## src/rtl/dsit_pkg.sv

```systemverilog
// shared types and constants for the descending sorted insert table
// no dependencies; every other rtl file imports this package
`default_nettype none

package dsit_pkg;

  localparam int TABLE_DEPTH_DEF = 64;
  localparam int KEY_BITS_DEF    = 16;

  typedef enum logic [1:0] {
    OP_INSERT = 2'd0,
    OP_READ   = 2'd1,
    OP_CLEAR  = 2'd2
  } opcode_t;

  typedef enum logic [1:0] {
    ST_OK    = 2'd0,
    ST_FULL  = 2'd1,
    ST_RANGE = 2'd2
  } status_t;

  typedef enum logic {
    S_IDLE = 1'b0,
    S_READ = 1'b1
  } fsm_t;

  typedef struct packed {
    logic [1:0]  opcode;
    logic [15:0] fruit_key;
    logic [9:0]  plot_row;
    logic [9:0]  plot_column;
    logic [7:0]  plot_tag;
    logic [5:0]  read_index;
  } in_item_t;

  typedef struct packed {
    logic [1:0]  status;
    logic [15:0] out_key;
    logic [9:0]  out_row;
    logic [9:0]  out_column;
    logic [7:0]  out_tag;
    logic [6:0]  entry_total;
  } out_item_t;

  // non-key part of a stored entry
  typedef struct packed {
    logic [9:0] row;
    logic [9:0] column;
    logic [7:0] tag;
  } plot_info_t;

  localparam int INFO_W = $bits(plot_info_t);

endpackage

`default_nettype wire

```

## src/rtl/dsit_cell.sv

```systemverilog
// one table position: holds an entry and shifts or captures on insert
// depends on dsit_pkg
`default_nettype none

module dsit_cell #(
  parameter int KEY_BITS = dsit_pkg::KEY_BITS_DEF,
  parameter int CNT_W    = 7,
  parameter int IDX      = 0
) (
  input  wire logic                 clk,
  input  wire logic                 ins_en,
  input  wire logic [CNT_W-1:0]     count,
  input  wire logic [KEY_BITS-1:0]  new_key,
  input  wire dsit_pkg::plot_info_t new_info,
  input  wire logic [KEY_BITS-1:0]  left_key,
  input  wire dsit_pkg::plot_info_t left_info,
  input  wire logic                 left_gt,
  output logic [KEY_BITS-1:0]       key,
  output dsit_pkg::plot_info_t      info,
  output logic                      gt
);
  import dsit_pkg::*;

  logic [KEY_BITS-1:0] key_r;
  plot_info_t          info_r;
  logic                occupied;

  assign occupied = (CNT_W'(IDX) < count);
  // stored key strictly above the new one: this position stays put
  assign gt       = occupied && (key_r > new_key);

  always_ff @(posedge clk) begin
    if (ins_en && !gt) begin
      if (left_gt) begin
        key_r  <= new_key;
        info_r <= new_info;
      end else begin
        key_r  <= left_key;
        info_r <= left_info;
      end
    end
  end

  assign key  = key_r;
  assign info = info_r;

endmodule

`default_nettype wire

```

## config.mk

```make
export PLATFORM = sky130hd
export DESIGN_NAME = dsit_cell
export DESIGN_NICKNAME = d
export VERILOG_FILES = /design/src/rtl/dsit_pkg.sv /design/src/rtl/dsit_cell.sv
export SDC_FILE = /design/constraint.sdc
export NUM_CORES = 1
export LEC_CHECK = 0
export BUFFER_PORTS_ARGS = -buffer_cell sky130_fd_sc_hd__clkbuf_2
export CAP_MARGIN = 20
export CORE_MARGIN = 2
export CORE_UTILIZATION = 39
export CTS_CLUSTER_DIAMETER = 60
export DETAILED_ROUTE_END_ITERATION = 16
export GPL_TIMING_DRIVEN = 1
export HOLD_SLACK_MARGIN = 0.12
export PLACE_DENSITY = 0.76
export RECOVER_POWER = 50
export SYNTH_ARGS = -nofsm -noshare
export SYNTH_HDL_FRONTEND = slang
export SYNTH_SLANG_ARGS = --single-unit
```

## constraint.sdc

```tcl
create_clock -name clk -period 2.9 [get_ports clk]
set_input_delay 0.29 -clock clk [delete_from_list [all_inputs] [get_ports clk]]
set_output_delay 0.29 -clock clk [all_outputs]
set_load 0.05 [all_outputs]
```

Word-level counts from Yosys, hierarchy flattened:

Index checks and enable logic that the tools add are counted.

* memory bits (read-only): 0
* word-level logic and storage cells: 11
* bits in latches: 0
* memories kept: 0
* register bits: 44
* RAM bits: 0
* input bits: 98

* shifts and indexed selects: 0
* reduce and logical (&&, ||, !) cells: 3
* bitwise logic cells: 0
* equality and inequality tests: 0
* div/mod/pow operators: 0
* muxes and demuxes: 2
* multipliers: 0
* magnitude comparators: 2
* add/sub/neg operators: 0

Operator list (count)
* two-way mux 28 bit: 1
* greater-than comparator 16 bit: 1
* two-way mux 16 bit: 1
* < comparator 1 x 7 -> 1 bit (first input constant): 1
* logical AND 1 bit: 2
* zero test 1 bit: 1

Longest topological paths before layout:

Gate-level depths: netlist of run 1.

* word-level depth: 4
* mapped depth: 6
* mapped depth without buffers: 6

Worst setup path before layout of run 1:

Ideal clock, no wire load.

* path kind: reg2reg
* start: register key_r[13], in the netlist key[13]
* end: register info_r (netlist bit info[0]) (enable)
* path slack: -0.303 ns
* path buffers: 0
* period minus slack after synthesis: 3.203 ns
* data arrival time: 2.794 ns
* library setup time: 0.408 ns
* stages on the path, launching flop included: 6
* cells stage by stage: edfxtp_1 ha_1 a21oi_1 o211ai_1 a2111oi_0 a32o_1

* word-level cells in the longest chain between the ends: 4

RTL lines
* start: declaration: RTL line dsit_cell.sv:24 `logic [KEY_BITS-1:0] key_r;`
* start signal: assignment: RTL line dsit_cell.sv:35 `key_r <= new_key;`
* start signal: assignment: RTL line dsit_cell.sv:38 `key_r <= left_key;`
* greater-than comparator 16 bit: RTL line dsit_cell.sv:30 `assign gt = occupied && (key_r > new_key);`
* logical AND 1 bit: RTL line dsit_cell.sv:30
* zero test 1 bit: RTL line dsit_cell.sv:33 `if (ins_en && !gt) begin`
* logical AND 1 bit: RTL line dsit_cell.sv:33
* end signal: assignment: RTL line dsit_cell.sv:36 `info_r <= new_info;`
* end signal: assignment: RTL line dsit_cell.sv:39 `info_r <= left_info;`
* end: declaration: RTL line dsit_cell.sv:25 `plot_info_t info_r;`

Every way passes these cells.
A chain may end at the register's enable or synchronous reset.

Worst setup path in the final report of run 1:

* start: register key_r[15], in the netlist key[15]
* end: output port gt

* word-level cells in the longest chain between the ends: 2

RTL lines
* greater-than comparator 16 bit: RTL line dsit_cell.sv:30
* logical AND 1 bit: RTL line dsit_cell.sv:30
* end: declaration: RTL line dsit_cell.sv:20 `output logic gt`

Every way passes these cells.

==> summary.md, run 1 <==
| Metric | Value |
|---|---|
| Max Clock Freq | 380.3 MHz |
| Layout Nets | 416 |
| Hold Buf Count CTS | 0 |
| Worst endpoint required time | 2.61 ns |
| Die W | 80.88 µm |
| Crit start category | flip-flop |
| WHS Path Cells | 2 |
| Setup TNS Final | 0 ns |
| Starting Density | 0.4110 |
| Comb pwr share | 0.286 |
| Pint | 1.080 mW |
| Slew @ Worst Pin | 0.9597 ns |
| Cell Pwr Density | 517.0 mW/mm² |
| Routability cong. | 0.7913 |
| CP max stage cell | edfxtp_1 |
| Design area | 0.003129 mm² |
| Via count | 1779 |
| GRT Total Usage | 0.1605 |
| Die height | 80.88 µm |
| Post CTS Setup Buffer Count | 0 |
| Yosys reg bits | 44 |
| Total gr overflow | 0 |
| Slew Limit Fails | 0 |
| CTS max path bufs | 2 |
| Syn Nets | 269 |
| Post-route ant nets | 0 |
| Clock Sinks | 44 |
| Final worst-path cycle share | 0.9067 |
| Worst VDD drop | 0.0002717 V |
| Setup CP Type | reg2out |
| CP endpoint kind | output pin |
| H-tree depth | 2 |
| Layout cell share with drive strength beyond 1 | 0.4818 |
| Full die area | 0.006541 mm² |
| Seq/Total Area, Yosys | 0.5733 |
| Worst path arrival time | 2.34 ns |
| Final Hold Viols | 0 |
| Vias in the first global route | 1817 |
| Leading cell types in the layout, fill and taps excluded | clkbuf_2, clkbuf_1, edfxtp_1 |
| Mapped Cells | 155 |
| Skew final | 0.005000 ns |
| Drt via density | 4.744 |
| Clock root buffer master | clkbuf_8 |
| WL final | 5.132 mm |
| TritonCTS clock tree | yes |
| Clock power frac | 0.225 |
| Core footprint | 0.005608 mm² |
| Synth-to-layout area growth | 35.78% |
| Pleak | 1.379 nW |
| Slew headroom | 0.3602 |
| Sw frac | 0.3322 |
| WL/cell | 13.69 µm |
| IO Pins | 143 |
| Setup slack, reg-to-reg | 0.55 ns |
| Delay-heaviest family, CP | simple AND/OR/NAND/NOR gates |
| Critical path depth in cells | 6 |
| RSZ-0062 raised after global routing | false |
| CP peak stage delay | 0.41 ns |
| ANT cells | 0 |
| Antenna violations before repair | 0 |
| Bufs and invs on worst path | 1 |
| Sequential Power Share | 0.489 |
| Pin count of the biggest net entering global routing | 29 |
| Post-synthesis cell type count | 26 |
| Num CTS Buffers | 5 |
| Status | completed |
| Synth warn | 0 |
| DRT Pass-1 Iters | 4 |
| Avg Cell Area, Syn | 14.87 µm² |
| Final worst path period need | 2.629 ns |
| DP Area | 0.003105 mm² |
| Setup violators final | 0 |
| Area of the mapped netlist | 0.002305 mm² |
| Clk_lat worst skew | 0.29 ns |
| Maxcap violations | 0 |
| Class of the worst hold path | in2reg |
| Site row count | 27 |
| Fillers | 535 |
| Crit-path max FO | 3 |
| Commonest non-fill, non-tap cell in the layout | clkbuf_2 |
| Register-to-Register Path Depth | 6 |
| Crit path cell chain | ha_1, nand4_2, nor4_2, a21bo_1, a31oi_1, clkbuf_2 |
| DPL Wire Length | 4.154 mm |
| Post_cts resized | 0 |
| First-pass GRT wire length | 8.066 mm |
| DRT iter0 DRCs | 45 |
| Clock Pin Slew Worst Setup and Hold Paths | 0.08 ns |
| DRC | 0 |
| Port buffer count | 142 |
| Total power | 1.618 mW |
| Psw | 0.5375 mW |
## path summary, 6_finish.rpt
check             end          start
max                gt        key[15]
min          info[27]  left_info[27]
max reg2reg  info[10]        key[15]
min reg2reg  info[11]        key[15]
## routing by layer
layer / wire, µm / GRT usage
met5: 0 / 0
met4: 33 / 0.04576
met3: 464 / 0.04667
met2: 2735 / 0.3058
met1: 1899 / 0.1702
## through the flow
stage,cells,hold WS [ns],util,setup WS [ns]
3_5_place_dp,367,0.5762,0.5538,0.5704
6_report,375,0.2798,0.5580,0.2707
2_1_floorplan,155,0.4909,-,0.1015
3_3_place_gp,367,0.5752,0.5538,0.6126
4_1_cts,375,0.2659,0.5685,0.2734
5_1_grt,375,0.2776,0.5580,0.1940
## synthesized netlist by cell type, drive strengths merged
library cell,number,area share
edfxtp,44,0.57
mux2,44,0.21
ha,16,0.087
inv,16,0.026
a21oi,5,0.011
buf,4,0.0087
nand2,4,0.0098
nand4,3,0.011
a2111oi,2,0.0076
nor2,2,0.0033
nor4,2,0.0081
o211ai,2,0.0065
o21ai,2,0.0043
a21bo,1,0.0043
a21o,1,0.0033
a22o,1,0.0038
a31oi,1,0.0027
a32o,1,0.0043
and4,1,0.0038
clkbuf,1,0.0016
nor2b,1,0.0027
nor3,1,0.0022
## final cells by class
type,count,area [µm²],area share
Sequential cell,44,1321,0.4222
Multi-Input combinational cell,90,900.9,0.2879
Timing Repair Buffer,145,674.4,0.2155
Tap cell,72,90.09,0.02879
Clock buffer,5,68.82,0.02199
Inverter,16,60.06,0.01919
Clock inverter,3,13.76,0.004398
## cell families after synthesis
family	share of synthesized area
simple gates	0.04072
buf+inv	0.03637
flops	0.5733
fa+ha+maj	0.08686
compound gates	0.04778
mux	0.2150
## power by group through the flow
stage	sequential [mW]	clock (mW)	combinational, mW
after global routing	0.798	0.407	0.500
after detailed placement	0.807	0	0.481
final	0.791	0.364	0.463
after global placement	0.804	0	0.474
after CTS	0.793	0.383	0.483
after floorplan	0.990	0	0.144
## flip-flops by register name, indices dropped and copies added (netlist names)
register  cells
info         28
key          16
Note: power is estimated with default switching activity, not from simulation.
==> run 2, diff against run 1 <==
--- a/config.mk
+++ b/config.mk
@@ -7,6 +7,7 @@
 export LEC_CHECK = 0
 export BUFFER_PORTS_ARGS = -buffer_cell sky130_fd_sc_hd__clkbuf_2
 export CAP_MARGIN = 20
+export CORE_ASPECT_RATIO = 0.8
 export CORE_MARGIN = 2
 export CORE_UTILIZATION = 39
 export CTS_CLUSTER_DIAMETER = 60
==> summary.md, run 2 (synthesis results as in run 1) <==
| Metric | Value |
|---|---|
| Status | completed |
| Pint | 1.094 mW (+1.3%) |
| First-pass GRT wire length | 7.748 mm (-3.9%) |
| Num CTS Buffers | 5 (unchanged) |
| Clock power frac | 0.227 (+0.002) |
| RSZ-0062 raised after global routing | false |
| Fillers | 520 (-2.8%) |
| Clock root buffer master | clkbuf_8 |
| DRT iter0 DRCs | 58 (+29%) |
| CTS max path bufs | 2 (unchanged) |
| Dpl ws | 0.6158 ns (+0.04534 ns) |
| Clock Sinks | 44 (unchanged) |
| DRC | 0 (unchanged) |
| Commonest non-fill, non-tap cell in the layout | clkbuf_2 |
| Class of the worst hold path | in2reg |
| Crit start category | flip-flop |
| Synth-to-layout area growth | 37.89% |
| Setup CP Type | reg2out |
| Slew Limit Fails | 0 (unchanged) |
| Slew headroom | 0.2457 (-0.1145) |
| Cell Pwr Density | 515.5 mW/mm² (-0.30%) |
| Antenna violations before repair | 0 (unchanged) |
| CP max stage cell | edfxtp_1 |
| TritonCTS clock tree | yes |
| IO Pins | 143 (unchanged) |
| Post CTS Setup Buffer Count | 0 (unchanged) |
| Post_cts resized | 0 (unchanged) |
| Final Hold Viols | 0 (unchanged) |
| Sequential Power Share | 0.483 (-0.006) |
| Die W | 89.95 µm (+11%) |
| Via count | 1767 (-0.67%) |
| Slew @ Worst Pin | 1.131 ns (+0.1718 ns) |
| Worst path arrival time | 2.24 ns (-0.10 ns) |
| Worst VDD drop | 0.0003452 V (+27%) |
| Final worst path period need | 2.535 ns (-0.09451 ns) |
| Port buffer count | 142 (unchanged) |
| H-tree depth | 2 (unchanged) |
| Layout cell share with drive strength beyond 1 | 0.5413 (+0.05941) |
| Pin count of the biggest net entering global routing | 45 (+55%) |
| Full die area | 0.006544 mm² (about the same) |
| WL/cell | 13.06 µm (-4.6%) |
| Drt via density | 4.602 (-3.0%) |
| Worst endpoint required time | 2.61 ns (about the same) |
| Largest register FFs | 28 (unchanged) |
| Leading cell types in the layout, fill and taps excluded | clkbuf_2, edfxtp_1, mux2_2 |
| Max Clock Freq | 394.5 MHz (+3.7%) |
| Fin worst setup slack | 0.3652 ns (+0.09451 ns) |
| DPL Wire Length | 3.936 mm (-5.3%) |
| Final worst-path cycle share | 0.8741 (-0.03259) |
| Setup TNS Final | 0 ns (unchanged) |
| Maxcap violations | 0 (unchanged) |
| Crit-path max FO | 3 (unchanged) |
| DRT Pass-1 Iters | 4 (unchanged) |
| Setup violators final | 0 (unchanged) |
| Total gr overflow | 0 (unchanged) |
| Site row count | 25 (-7.4%) |
| Psw | 0.5441 mW (+1.2%) |
| Clock Pin Slew Worst Setup and Hold Paths | 0.08 ns (about the same) |
| GRT Total Usage | 0.1523 (-0.008239) |
| Layout Nets | 416 (unchanged) |
| Routability cong. | 0.7286 (-7.9%) |
| Post-route ant nets | 0 (unchanged) |
| Skew final | 0.006943 ns (+0.001942 ns) |
| Pleak | 1.433 nW (+3.9%) |
| Starting Density | 0.3961 (-0.01485) |
| CP peak stage delay | 0.40 ns (about the same) |
| WL final | 5.015 mm (-2.3%) |
| ANT cells | 0 (unchanged) |
| Die height | 72.76 µm (-10%) |
| Sw frac | 0.3322 (about the same) |
| Comb pwr share | 0.289 (+0.003) |
| Vias in the first global route | 1742 (-4.1%) |
| Crit path cell chain | ha_1, nand4_2, nor4_2, a21bo_1, a31oi_1, clkbuf_2 |
| CP endpoint kind | output pin |
| Clk_lat worst skew | 0.29 ns (about the same) |
| Core footprint | 0.005818 mm² (+3.7%) |
| Hold Buf Count CTS | 0 (unchanged) |
==> run 2: changes by cell type in the layout (fill, tap and decap cells not counted) <==
cell and change:
clkbuf_2 +19, clkbuf_1 -18, clkinv_2 -2, buf_12 +1, buf_4 -1, clkinvlp_4 +1
==> run 2: layout make-up <==
type | instances | area [µm²] | share of cell area
Timing Repair Buffer | 145 | 710.7 | 0.2236
Multi-Input combinational cell | 90 | 900.9 | 0.2835
Clock inverter | 2 | 11.26 | 0.003543
Sequential cell | 44 | 1321 | 0.4157
Tap cell | 81 | 101.3 | 0.03189
Clock buffer | 6 | 72.57 | 0.02283
Inverter | 16 | 60.06 | 0.01890
==> run 2: power groups by stage <==
| stage | Combinational [mW] | Clock (mW) | Sequential [mW] |
|---|---|---|---|
| floorplan | 0.144 | 0 | 0.990 |
| global placement | 0.480 | 0 | 0.805 |
| detailed placement | 0.486 | 0 | 0.808 |
| CTS | 0.488 | 0.385 | 0.793 |
| global route | 0.510 | 0.405 | 0.798 |
| finish | 0.474 | 0.372 | 0.792 |
==> run 2: path summary, 6_finish.rpt <==
kind                      from       end  slack [ns]  cells past startpoint
setup / recovery       key[15]        gt        0.37                      6
hold / removal    left_info[3]   info[3]        0.27                      2
setup reg to reg       key[13]  info[12]        0.66                      6
hold reg to reg        key[15]    key[5]        1.24                      4
==> run 2: critical path, delay by kind of cell, from the launching register on <==
family	cells	cell delay, ns
flops	1	0.40
fa+ha+maj	1	0.34
simple gates	2	0.48
compound gates	2	0.42
buf+inv	1	0.31
==> run 2: per-stage QoR <==
| stage | instances | hold WS (ns) | util | total power [mW] | cell area, µm² |
|---|---|---|---|---|---|
| after floorplan | 155 | 0.4909 | - | 1.134 | 2306 |
| after global placement | 376 | 0.5762 | 0.5378 | 1.285 | 3129 |
| after detailed placement | 376 | 0.5743 | 0.5378 | 1.294 | 3129 |
| after CTS | 384 | 0.2683 | 0.5523 | 1.665 | 3213 |
| after global routing | 384 | 0.2743 | 0.5462 | 1.713 | 3178 |
| final | 384 | 0.2732 | 0.5462 | 1.638 | 3178 |
==> run 2: metal layers <==
layer  share of wire  track usage
met1            0.40       0.1632
met2            0.49       0.2786
met3            0.10      0.06508
met4          0.0084      0.04615
met5               0            0
